$ cat src/bcd_pkg.sv
`timescale 1ns / 1ps
package bcd_pkg;

  localparam int MAX_DIMENSION = 16384;
  localparam int DIM_W  = $clog2(MAX_DIMENSION) + 1;   // config width/height field
  localparam int BLK_W  = $clog2(MAX_DIMENSION / 4);   // block column / row counter
  localparam int BCNT_W = BLK_W + 1;                   // block count, may equal 2**BLK_W
  localparam int COORD_W = 14;
  localparam int QDEPTH = 2;
  localparam int QPTR_W = $clog2(QDEPTH);
  localparam int QCNT_W = $clog2(QDEPTH + 1);

  localparam logic [1:0] CFG_FORMAT = 2'd0;
  localparam logic [1:0] CFG_WIDTH  = 2'd1;
  localparam logic [1:0] CFG_HEIGHT = 2'd2;

  localparam logic [1:0] FMT_BC1 = 2'd0;
  localparam logic [1:0] FMT_BC2 = 2'd1;

  typedef logic [2:0][7:0] rgb_t;

  // first stage: endpoints expanded, alpha numerators weighted
  typedef struct packed {
    logic [1:0]        fmt;
    logic              four;
    rgb_t              e0;
    rgb_t              e1;
    logic [7:0]        a0;
    logic [7:0]        a1;
    logic              agt;
    logic [5:0][10:0]  anum;    // numerators of alpha entries 2..7
    logic [63:0]       abits;
    logic [31:0]       codes;
    logic [15:0]       mask;
    logic [BLK_W-1:0]  col;
    logic [BLK_W-1:0]  row;
  } bcd_s1_t;

  // one queued block, palette resolved
  typedef struct packed {
    logic [1:0]        fmt;
    logic              trans;
    logic [3:0][23:0]  pal;
    logic [7:0][7:0]   alut;
    logic [63:0]       abits;
    logic [31:0]       codes;
    logic [15:0]       mask;
    logic [BLK_W-1:0]  col;
    logic [BLK_W-1:0]  row;
  } bcd_entry_t;

  // v*255/31 as one reciprocal multiply
  function automatic logic [7:0] exp5(input logic [4:0] v);
    logic [28:0] p;
    p = 29'(v) * 29'd8625630;
    return p[27:20];
  endfunction

  // v*255/63
  function automatic logic [7:0] exp6(input logic [5:0] v);
    logic [28:0] p;
    p = 29'(v) * 29'd4244475;
    return p[27:20];
  endfunction

  function automatic logic [7:0] div3(input logic [9:0] x);
    logic [24:0] p;
    p = 25'(x) * 25'd21846;
    return p[23:16];
  endfunction

  function automatic logic [7:0] div5(input logic [10:0] x);
    logic [24:0] p;
    p = 25'(x) * 25'd13108;
    return p[23:16];
  endfunction

  function automatic logic [7:0] div7(input logic [10:0] x);
    logic [24:0] p;
    p = 25'(x) * 25'd9363;
    return p[23:16];
  endfunction

endpackage

$ cat src/bcd_if.sv
`timescale 1ns / 1ps
interface bcd_in_if;
  logic        valid;
  logic        ready;
  logic [63:0] alpha_bits;
  logic [63:0] color_bits;
  modport source(output valid, alpha_bits, color_bits, input ready);
  modport sink(input valid, alpha_bits, color_bits, output ready);
endinterface

interface bcd_out_if;
  logic        valid;
  logic        ready;
  logic [13:0] pixel_x;
  logic [13:0] pixel_y;
  logic [7:0]  red;
  logic [7:0]  green;
  logic [7:0]  blue;
  logic [7:0]  alpha;
  logic        last_of_block;
  modport source(output valid, pixel_x, pixel_y, red, green, blue, alpha, last_of_block,
                 input ready);
  modport sink(input valid, pixel_x, pixel_y, red, green, blue, alpha, last_of_block,
               output ready);
endinterface

$ cat src/bcd_front.sv
`timescale 1ns / 1ps
module bcd_front import bcd_pkg::*; (
  input  logic        clk,
  input  logic        rst_n,
  input  logic        cfg_we,
  input  logic [1:0]  cfg_index,
  input  logic [14:0] cfg_data,
  bcd_in_if.sink      in_ch,
  input  logic        q_full,
  output logic        q_push,
  output bcd_entry_t  q_wdata
);

  logic [1:0]       fmt_r;
  logic [DIM_W-1:0] width_r, height_r;
  logic [BLK_W-1:0] col_r, col_nxt, row_r, row_nxt;
  logic             s1_valid_r, s1_valid_nxt;
  bcd_s1_t          s1_r, s1_nxt;

  logic [DIM_W-1:0]  w_cl, h_cl;
  logic [BCNT_W-1:0] bx_cnt, by_cnt, col_inc, row_inc;
  logic [BLK_W-1:0]  col_eff, row_eff;
  logic [15:0]       c0, c1;
  logic [7:0]        a0, a1;
  logic [COORD_W-1:0] px, py;
  logic              accept;

  always_ff @(posedge clk) begin
    if (!rst_n) begin
      fmt_r    <= FMT_BC1;
      width_r  <= DIM_W'(4);
      height_r <= DIM_W'(4);
    end else if (cfg_we) begin
      unique case (cfg_index)
        CFG_FORMAT: fmt_r    <= cfg_data[1:0];
        CFG_WIDTH:  width_r  <= cfg_data[DIM_W-1:0];
        CFG_HEIGHT: height_r <= cfg_data[DIM_W-1:0];
        default: ;
      endcase
    end
  end

  always_comb begin
    w_cl = width_r;
    if (width_r == '0) w_cl = DIM_W'(1);
    else if (width_r > DIM_W'(MAX_DIMENSION)) w_cl = DIM_W'(MAX_DIMENSION);
    h_cl = height_r;
    if (height_r == '0) h_cl = DIM_W'(1);
    else if (height_r > DIM_W'(MAX_DIMENSION)) h_cl = DIM_W'(MAX_DIMENSION);
  end

  assign bx_cnt = BCNT_W'((DIM_W'(3) + w_cl) >> 2);
  assign by_cnt = BCNT_W'((DIM_W'(3) + h_cl) >> 2);

  assign in_ch.ready = !s1_valid_r || !q_full;
  assign accept      = in_ch.valid && in_ch.ready;

  // counters left outside the image by a size change restart at zero
  assign col_eff = (BCNT_W'(col_r) >= bx_cnt) ? '0 : col_r;
  assign row_eff = (BCNT_W'(row_r) >= by_cnt) ? '0 : row_r;
  assign col_inc = BCNT_W'(col_eff) + BCNT_W'(1);
  assign row_inc = BCNT_W'(row_eff) + BCNT_W'(1);

  always_comb begin
    col_nxt = col_r;
    row_nxt = row_r;
    if (accept) begin
      if (col_inc >= bx_cnt) begin
        col_nxt = '0;
        row_nxt = (row_inc >= by_cnt) ? '0 : row_inc[BLK_W-1:0];
      end else begin
        col_nxt = col_inc[BLK_W-1:0];
        row_nxt = row_eff;
      end
    end
  end

  assign c0 = in_ch.color_bits[15:0];
  assign c1 = in_ch.color_bits[31:16];
  assign a0 = in_ch.alpha_bits[7:0];
  assign a1 = in_ch.alpha_bits[15:8];

  always_comb begin
    s1_nxt       = s1_r;
    s1_nxt.fmt   = fmt_r;
    s1_nxt.four  = !(fmt_r == FMT_BC1 && c0 <= c1);
    s1_nxt.e0    = {exp5(c0[15:11]), exp6(c0[10:5]), exp5(c0[4:0])};
    s1_nxt.e1    = {exp5(c1[15:11]), exp6(c1[10:5]), exp5(c1[4:0])};
    s1_nxt.a0    = a0;
    s1_nxt.a1    = a1;
    s1_nxt.agt   = a0 > a1;
    s1_nxt.abits = in_ch.alpha_bits;
    s1_nxt.codes = in_ch.color_bits[63:32];
    s1_nxt.col   = col_eff;
    s1_nxt.row   = row_eff;
    px = '0;
    py = '0;
    for (int j = 0; j < 6; j++) begin
      // entry j+2 weights a0 and a1 by (7-k, k) or (5-k, k), k = j+1
      if (a0 > a1)
        s1_nxt.anum[j] = 11'(6 - j) * 11'(a0) + 11'(j + 1) * 11'(a1);
      else if (j < 4)
        s1_nxt.anum[j] = 11'(4 - j) * 11'(a0) + 11'(j + 1) * 11'(a1);
      else
        s1_nxt.anum[j] = '0;
    end
    for (int i = 0; i < 16; i++) begin
      px = {col_eff, 2'(i & 3)};
      py = {row_eff, 2'(i >> 2)};
      s1_nxt.mask[i] = (DIM_W'(px) < w_cl) && (DIM_W'(py) < h_cl);
    end
  end

  assign s1_valid_nxt = accept || (s1_valid_r && q_full);

  always_ff @(posedge clk) begin
    if (!rst_n) begin
      col_r      <= '0;
      row_r      <= '0;
      s1_valid_r <= 1'b0;
    end else begin
      col_r      <= col_nxt;
      row_r      <= row_nxt;
      s1_valid_r <= s1_valid_nxt;
    end
  end

  always_ff @(posedge clk) begin
    if (accept) s1_r <= s1_nxt;
  end

  // second stage: palette interpolation straight into the queue
  assign q_push = s1_valid_r && !q_full;

  always_comb begin
    q_wdata       = '0;
    q_wdata.fmt   = s1_r.fmt;
    q_wdata.trans = !s1_r.four;
    q_wdata.abits = s1_r.abits;
    q_wdata.codes = s1_r.codes;
    q_wdata.mask  = s1_r.mask;
    q_wdata.col   = s1_r.col;
    q_wdata.row   = s1_r.row;
    q_wdata.pal[0] = s1_r.e0;
    q_wdata.pal[1] = s1_r.e1;
    for (int k = 0; k < 3; k++) begin
      if (s1_r.four) begin
        q_wdata.pal[2][k*8 +: 8] = div3({1'b0, s1_r.e0[k], 1'b0} + 10'(s1_r.e1[k]));
        q_wdata.pal[3][k*8 +: 8] = div3(10'(s1_r.e0[k]) + {1'b0, s1_r.e1[k], 1'b0});
      end else begin
        q_wdata.pal[2][k*8 +: 8] = 8'((9'(s1_r.e0[k]) + 9'(s1_r.e1[k])) >> 1);
        q_wdata.pal[3][k*8 +: 8] = 8'h00;
      end
    end
    q_wdata.alut[0] = s1_r.a0;
    q_wdata.alut[1] = s1_r.a1;
    for (int j = 0; j < 6; j++) begin
      if (s1_r.agt) q_wdata.alut[j+2] = div7(s1_r.anum[j]);
      else if (j < 4) q_wdata.alut[j+2] = div5(s1_r.anum[j]);
      else if (j == 4) q_wdata.alut[j+2] = 8'h00;
      else q_wdata.alut[j+2] = 8'hFF;
    end
  end

endmodule

$ cat src/bcd_queue.sv
`timescale 1ns / 1ps
module bcd_queue import bcd_pkg::*; (
  input  logic       clk,
  input  logic       rst_n,
  input  logic       push,
  input  bcd_entry_t wdata,
  output logic       full,
  input  logic       pop,
  output logic       empty,
  output bcd_entry_t rdata
);

  bcd_entry_t        mem [QDEPTH];
  logic [QPTR_W-1:0] wr_ptr_r, wr_ptr_nxt, rd_ptr_r, rd_ptr_nxt;
  logic [QCNT_W-1:0] cnt_r, cnt_nxt;

  assign full  = cnt_r == QCNT_W'(QDEPTH);
  assign empty = cnt_r == '0;
  assign rdata = mem[rd_ptr_r];

  always_comb begin
    wr_ptr_nxt = wr_ptr_r;
    rd_ptr_nxt = rd_ptr_r;
    cnt_nxt    = cnt_r;
    if (push) wr_ptr_nxt = (wr_ptr_r == QPTR_W'(QDEPTH - 1)) ? '0 : wr_ptr_r + QPTR_W'(1);
    if (pop)  rd_ptr_nxt = (rd_ptr_r == QPTR_W'(QDEPTH - 1)) ? '0 : rd_ptr_r + QPTR_W'(1);
    if (push && !pop) cnt_nxt = cnt_r + QCNT_W'(1);
    else if (pop && !push) cnt_nxt = cnt_r - QCNT_W'(1);
  end

  always_ff @(posedge clk) begin
    if (!rst_n) begin
      wr_ptr_r <= '0;
      rd_ptr_r <= '0;
      cnt_r    <= '0;
    end else begin
      wr_ptr_r <= wr_ptr_nxt;
      rd_ptr_r <= rd_ptr_nxt;
      cnt_r    <= cnt_nxt;
    end
  end

  always_ff @(posedge clk) begin
    if (push) mem[wr_ptr_r] <= wdata;
  end

endmodule

$ cat src/bcd_back.sv
`timescale 1ns / 1ps
module bcd_back import bcd_pkg::*; (
  input  logic       clk,
  input  logic       rst_n,
  input  logic       q_empty,
  input  bcd_entry_t q_rdata,
  output logic       q_pop,
  bcd_out_if.source  out_ch
);

  logic [3:0]  idx_r, idx_nxt;
  logic        out_valid_r, out_valid_nxt;
  logic [COORD_W-1:0] px_r, py_r;
  logic [7:0]  red_r, green_r, blue_r, alpha_r;
  logic        last_r;

  logic        slot_free, pix_ok, no_more, step, load;
  logic [15:0] above;
  logic [1:0]  ci;
  logic [3:0]  nib;
  logic [2:0]  aidx;
  logic [23:0] rgb;
  logic [7:0]  alpha_v;

  assign slot_free = !out_valid_r || out_ch.ready;
  assign pix_ok    = q_rdata.mask[idx_r];
  assign above     = q_rdata.mask >> idx_r;
  assign no_more   = above[15:1] == '0;    // nothing left to emit after this pixel
  assign step      = !q_empty && (!pix_ok || slot_free);
  assign load      = !q_empty && pix_ok && slot_free;
  assign q_pop     = step && (no_more || idx_r == 4'hF);
  assign idx_nxt   = q_pop ? '0 : (step ? idx_r + 4'd1 : idx_r);

  assign ci   = q_rdata.codes[{idx_r, 1'b0} +: 2];
  assign nib  = q_rdata.abits[{idx_r, 2'b00} +: 4];
  assign aidx = q_rdata.abits[6'd16 + 6'(idx_r) * 6'd3 +: 3];
  assign rgb  = q_rdata.pal[ci];

  always_comb begin
    priority if (q_rdata.fmt == FMT_BC1)
      alpha_v = (q_rdata.trans && ci == 2'h3) ? 8'h00 : 8'hFF;
    else if (q_rdata.fmt == FMT_BC2)
      alpha_v = {nib, nib};
    else
      alpha_v = q_rdata.alut[aidx];
  end

  assign out_valid_nxt = load || (out_valid_r && !out_ch.ready);

  always_ff @(posedge clk) begin
    if (!rst_n) begin
      idx_r       <= '0;
      out_valid_r <= 1'b0;
    end else begin
      idx_r       <= idx_nxt;
      out_valid_r <= out_valid_nxt;
    end
  end

  always_ff @(posedge clk) begin
    if (load) begin
      px_r    <= {q_rdata.col, idx_r[1:0]};
      py_r    <= {q_rdata.row, idx_r[3:2]};
      red_r   <= rgb[23:16];
      green_r <= rgb[15:8];
      blue_r  <= rgb[7:0];
      alpha_r <= alpha_v;
      last_r  <= no_more;
    end
  end

  assign out_ch.valid         = out_valid_r;
  assign out_ch.pixel_x       = px_r;
  assign out_ch.pixel_y       = py_r;
  assign out_ch.red           = red_r;
  assign out_ch.green         = green_r;
  assign out_ch.blue          = blue_r;
  assign out_ch.alpha         = alpha_r;
  assign out_ch.last_of_block = last_r;

endmodule

$ cat src/bc1_bc2_bc3_block_decoder.sv
`timescale 1ns / 1ps
// BC1/BC2/BC3 block decoder: takes one compressed 4x4 block per request, in raster block
// order, and emits its pixels as RGBA8 in raster order inside the block, one pixel per
// cycle unless out_ch.ready stalls it, with last_of_block on the final pixel emitted
// for that block. Clipped pixels at the right or bottom edge are not emitted but still
// take a step unless no emitted pixel follows them. Blocks wait in a registered endpoint
// stage and a two-entry queue whose head is being emitted, so up to three blocks are held
// inside; a block passes the endpoint stage, queue and output register before its first
// pixel is offered. Format, width and height must be written through the cfg port only
// while the decoder is idle, which it does not enforce. Block position wraps at image end.
module bc1_bc2_bc3_block_decoder import bcd_pkg::*; (
  input  logic        clk,
  input  logic        rst_n,
  input  logic        cfg_we,
  input  logic [1:0]  cfg_index,
  input  logic [14:0] cfg_data,
  bcd_in_if.sink      in_ch,
  bcd_out_if.source   out_ch
);

  logic       q_push, q_full, q_pop, q_empty;
  bcd_entry_t q_wdata, q_rdata;

  bcd_front u_front (
    .clk       (clk),
    .rst_n     (rst_n),
    .cfg_we    (cfg_we),
    .cfg_index (cfg_index),
    .cfg_data  (cfg_data),
    .in_ch     (in_ch),
    .q_full    (q_full),
    .q_push    (q_push),
    .q_wdata   (q_wdata)
  );

  bcd_queue u_queue (
    .clk   (clk),
    .rst_n (rst_n),
    .push  (q_push),
    .wdata (q_wdata),
    .full  (q_full),
    .pop   (q_pop),
    .empty (q_empty),
    .rdata (q_rdata)
  );

  bcd_back u_back (
    .clk     (clk),
    .rst_n   (rst_n),
    .q_empty (q_empty),
    .q_rdata (q_rdata),
    .q_pop   (q_pop),
    .out_ch  (out_ch)
  );

endmodule
$ cat src/flat_wrapper.sv
// flat-port wrapper written by rule: the top's interface ports become plain ports
module bc1_bc2_bc3_block_decoder_flat import bcd_pkg::*;
  (clk, rst_n, cfg_we, cfg_index, cfg_data, in_ch_valid, in_ch_alpha_bits, in_ch_color_bits, in_ch_ready, out_ch_valid, out_ch_pixel_x, out_ch_pixel_y, out_ch_red, out_ch_green, out_ch_blue, out_ch_alpha, out_ch_last_of_block, out_ch_ready);
  bcd_in_if in_ch_i ();
  bcd_out_if out_ch_i ();
  input  logic clk;
  input  logic rst_n;
  input  logic cfg_we;
  input  logic [1:0] cfg_index;
  input  logic [14:0] cfg_data;
  input wire logic [$bits(in_ch_i.valid)-1:0] in_ch_valid;
  input wire logic [$bits(in_ch_i.alpha_bits)-1:0] in_ch_alpha_bits;
  input wire logic [$bits(in_ch_i.color_bits)-1:0] in_ch_color_bits;
  output wire logic [$bits(in_ch_i.ready)-1:0] in_ch_ready;
  output wire logic [$bits(out_ch_i.valid)-1:0] out_ch_valid;
  output wire logic [$bits(out_ch_i.pixel_x)-1:0] out_ch_pixel_x;
  output wire logic [$bits(out_ch_i.pixel_y)-1:0] out_ch_pixel_y;
  output wire logic [$bits(out_ch_i.red)-1:0] out_ch_red;
  output wire logic [$bits(out_ch_i.green)-1:0] out_ch_green;
  output wire logic [$bits(out_ch_i.blue)-1:0] out_ch_blue;
  output wire logic [$bits(out_ch_i.alpha)-1:0] out_ch_alpha;
  output wire logic [$bits(out_ch_i.last_of_block)-1:0] out_ch_last_of_block;
  input wire logic [$bits(out_ch_i.ready)-1:0] out_ch_ready;
  assign in_ch_i.valid = in_ch_valid;
  assign in_ch_i.alpha_bits = in_ch_alpha_bits;
  assign in_ch_i.color_bits = in_ch_color_bits;
  assign in_ch_ready = in_ch_i.ready;
  assign out_ch_valid = out_ch_i.valid;
  assign out_ch_pixel_x = out_ch_i.pixel_x;
  assign out_ch_pixel_y = out_ch_i.pixel_y;
  assign out_ch_red = out_ch_i.red;
  assign out_ch_green = out_ch_i.green;
  assign out_ch_blue = out_ch_i.blue;
  assign out_ch_alpha = out_ch_i.alpha;
  assign out_ch_last_of_block = out_ch_i.last_of_block;
  assign out_ch_i.ready = out_ch_ready;
  bc1_bc2_bc3_block_decoder u_core (.clk(clk), .rst_n(rst_n), .cfg_we(cfg_we), .cfg_index(cfg_index), .cfg_data(cfg_data), .in_ch(in_ch_i), .out_ch(out_ch_i));
endmodule
$ cat config.mk
export PLATFORM = sky130hd
export DESIGN_NAME = bc1_bc2_bc3_block_decoder_flat
export DESIGN_NICKNAME = d
export VERILOG_FILES = /design/src/bcd_pkg.sv /design/src/bcd_if.sv /design/src/bcd_front.sv /design/src/bcd_queue.sv /design/src/bcd_back.sv /design/src/bc1_bc2_bc3_block_decoder.sv /design/src/flat_wrapper.sv
export SDC_FILE = /design/constraint.sdc
export NUM_CORES = 2
export LEC_CHECK = 0
export ABC_AREA = 1
export BUFFER_PORTS_ARGS = -buffer_cell sky130_fd_sc_hd__buf_2
export CORE_MARGIN = 2
export CORE_UTILIZATION = 50
export DETAILED_ROUTE_END_ITERATION = 8
export GPL_TIMING_DRIVEN = 0
export PLACE_DENSITY_LB_ADDON = 0.25
export SETUP_SLACK_MARGIN = 0.02
export SLEW_MARGIN = 40
export SYNTH_ARGS = -nofsm -noshare
export SYNTH_HDL_FRONTEND = slang
export SYNTH_HIERARCHICAL = 1
export SYNTH_SLANG_ARGS = --single-unit
$ cat constraint.sdc
create_clock -name clk -period 19.9 [get_ports clk]
set_input_delay 2.985 -clock clk [delete_from_list [all_inputs] [get_ports clk]]
set_output_delay 2.985 -clock clk [all_outputs]
set_load 0.005 [all_outputs]
==> summary.txt <==
Final layout
  • Layout cells sized above 1: 0.126
  • Fill cell count: between 10000 and 15000
  • Area grow syn2layout: 9.78%
  • Total Nets Final: ~11000
  • Design area: between 90000 and 100000 µm²

Synthesis
  • Adder-cell share of the synthesized area: 0.342
  • Synthesized area: just under 90000 µm²
  • Ys async rst share: 0
  • Compound-Gate Fraction of Synth Area: 0.0666
  • Post-synth net total: 10600
  • Simple-Gate Fraction of Synth Area: 0.101
  • Most used DFF post-synth: edfxtp_1
  • Cell variety after synth: between 70 and 80
  • Most frequent cells after synthesis: 1509 x ha_1, 1486 x inv_1, 1038 x nand2_1
  • Top cells by area, synth: edfxtp_1 31%, ha_1 22%, fa_1 12%, inv_1 6.4%, nand2_1 4.5%
  • Syn. warnings: 6
  • Post-Synthesis Cells: between 8000 and 9000
  • Largest family of logic cells by synthesized area: adder cells
  • Synth top area share: 0.314
  • Post-synthesis xor/xnor area fraction: 0.0198
  • Average size of a mapped cell: 10.3 µm²
  • Most common cell in the synthesized netlist: ha_1
  • Yosys reg bits: a little under 1000
  • Post-synthesis mux area share: 0.0479
  • Area leader, netlist: edfxtp_1
  • EDFF count, synth: about 900
  • Register area share after synthesis: 0.329

Clock network
  • Clk_lat worst skew: 0.76 ns
  • CTS Hold Bufs: 0
  • CTS tree: yes
  • H-tree levels: 3
  • CTS Sinks: 976
  • TritonCTS buffer count: between 100 and 150
  • Clock tree buffer depth: 3
  • Worst-path clk slew: approximately 0.060 ns
  • Root Buffer: clkbuf_16
  • Post-CTS sizing: 0
  • Post-CTS setup buffer count: 0

Place
  • Final GP Congestion: between 0.9 and 1
  • Post-DP HPWL: between 150000 and 200000 µm
  • # port buffers: about 210
  • Area post-placement: about 90000 µm²

Timing
  • Setup repair after global routing missed its margin: no
  • Final Skew: between 0.07 and 0.08 ns
  • Peak Freq: around 110 MHz
  • Fin. Hold Viols: 0
  • Setup violators final: 0
  • Max-Slew Margin vs Limit: 0.418
  • Max Slew Vio Count: 0
  • Tcrit/Tclk final: 0.449
  • Post-layout min period: around 9 ns
  • Worst Tran Pin Value: 0.874 ns

GRT
  • Initial antenna violation count: 14
  • Vias in the first global route: approximately 62000
  • Largest net degree at the start of global routing: 77
  • Global route overflow: 0
  • First-pass GRT wire length: between 300000 and 400000 µm
  • GRT Total Usage: 0.239

Drt
  • Vias after detailed routing: between 60000 and 70000
  • Post-route DRC: 0
  • Antenna Nets Post-Route: 0
  • Wire length on met3: slightly above 10000 µm
  • Met2 routed WL: 101000 µm
  • Routed WL per cell: 18.9 µm
  • Vias/cell: 5.36
  • 1st-pass router iterations: 6
  • 1st-iter DRT viols: roughly 4300
  • DR top layer: met4
  • Drt total wl: between 200000 and 250000 µm
  • Metal-1 WL: 93600 µm

Die
  • Core area: roughly 170000 µm²
  • Top Ports: between 200 and 250
  • Num rows: roughly 150
  • Die Wd: approximately 420 µm
  • Initial Utilization: 0.502
  • Die height: 421 µm
  • Die Area: around 180000 µm²

Critical path
  • Worst setup SP type: register
  • Cell repeated most along the worst path: nand2_1
  • Critical-path top delay cell: a311oi_1
  • Critical Path RT: 20.58 ns
  • WS Path Type: register to register
  • Crit path max fanout: 10
  • CP endpoint kind: register
  • Max stage delay on crit path: around 0.59 ns
  • Crit path DAT: 9.61 ns

Flow run
  • Max Cap Viol: 0

Min path
  • Hold Crit Class: register to register

Outcome
  • Status: finished clean
[per-stage QoR]
step / std cells / setup slack, ns / hold WS, ns / util / setup TNS, ns
2_1_floorplan: 8446 / 5.85 / 0.426 / - / 0
3_3_place_gp: 11000 / -2.18 / 0.469 / 0.525 / -634.76
3_5_place_dp: 11000 / 11.12 / 0.479 / 0.530 / 0
4_1_cts: 11200 / 11.08 / 0.487 / 0.551 / 0
5_1_grt: 11200 / 10.06 / 0.491 / 0.551 / 0
6_report: 11200 / 10.97 / 0.480 / 0.551 / 0
[layout by cell type (no fill, tap or decap), types with 19 or more instances in the layout]
master,count
clkbuf_1,62
fa_1,543
o21bai_1,27
nand4_1,79
nand3_1,320
nor2_1,395
nand2_1,1038
o211ai_1,35
clkbuf_16,109
o21ai_0,288
xor2_1,130
mux2_4,200
inv_1,1483
dfxtp_1,67
buf_4,220
edfxtp_1,909
nor3_1,69
buf_2,246
buf_16,23
xnor2_1,67
a21o_1,21
ha_1,1509
buf_6,44
a21oi_1,477
or2_2,26
mux2_2,99
a32oi_1,24
or2_1,19
clkinv_1,27
[critical path: cells and delay by family (launching register included)]
| kind | cells | cell delay (ns) |
|---|---|---|
| and+or+nand+nor | 26 | 4.04 |
| adders and majority gates | 3 | 1.02 |
| xor gates and xnor gates | 1 | 0.26 |
| AOI/OAI and AO/OA | 8 | 2.00 |
| buffers and inverters | 8 | 1.20 |
| DFF | 1 | 0.31 |
[flip-flops by register name, summed over array words and instances, names as in the netlist, 2 cells and up, named ones only]
signal / cells
u_core/u_front/fmt_r: 2
u_core/u_front/q_wdata: 186
u_core/u_back/out_ch.green: 8
u_core/u_front/col_r: 12
u_core/u_queue/cnt_r: 2
u_core/u_front/height_r: 15
u_core/u_back/out_ch.pixel_x: 14
u_core/u_back/out_ch.alpha: 8
u_core/u_back/idx_r: 4
u_core/u_queue/mem: 598
u_core/u_back/out_ch.red: 8
u_core/u_back/out_ch.pixel_y: 14
u_core/u_front/s1_r: 64
u_core/u_front/width_r: 15
u_core/u_back/out_ch.blue: 8
u_core/u_front/row_r: 12
[final cells by class]
type	count	area, µm²	area share
Inverter	1508	5680	0.0594
Clock inverter	75	837	0.00876
Buffer	349	2490	0.0261
Tap cell	2325	2910	0.0304
Clock buffer	130	2810	0.0294
Multi-Input combinational cell	5613	50300	0.526
Antenna cell	7	17.5	0.000183
Sequential cell	976	28600	0.300
Timing Repair Buffer	250	1890	0.0198
[kinds of logic after synthesis]
logic type / after synthesis
buffers and inverters: 1857
adder cells (fa/ha/maj): 2052
multiplexers: 304
flip-flops: 976
AO/OA/AOI/OAI: 1021
XOR/XNOR: 197
AND/OR/NAND/NOR: 2039
[final timing paths]
kind	startpoint	slack, ns	to	cells past startpoint
hold / removal	u_core/u_front/height_r[3]	0.48	u_core/u_front/height_r[3]	2
setup / recovery	u_core/u_front/width_r[10]	10.97	u_core/u_front/col_r[0]	46
hold reg to reg	u_core/u_front/height_r[3]	0.48	u_core/u_front/height_r[3]	2
setup reg to reg	u_core/u_front/width_r[10]	10.97	u_core/u_front/col_r[0]	46
[layer usage]
layer | vias up | global-route usage
met5 | - | 0
met4 | 0 | 0.0918
met3 | 304 | 0.0251
met2 | 1467 | 0.402
met1 | 29300 | 0.319
li1 | 29100 | -
Power is left out: the tool's default activity adds up to more than one toggle a clock period on the data nets, which glitch-free logic cannot reach.
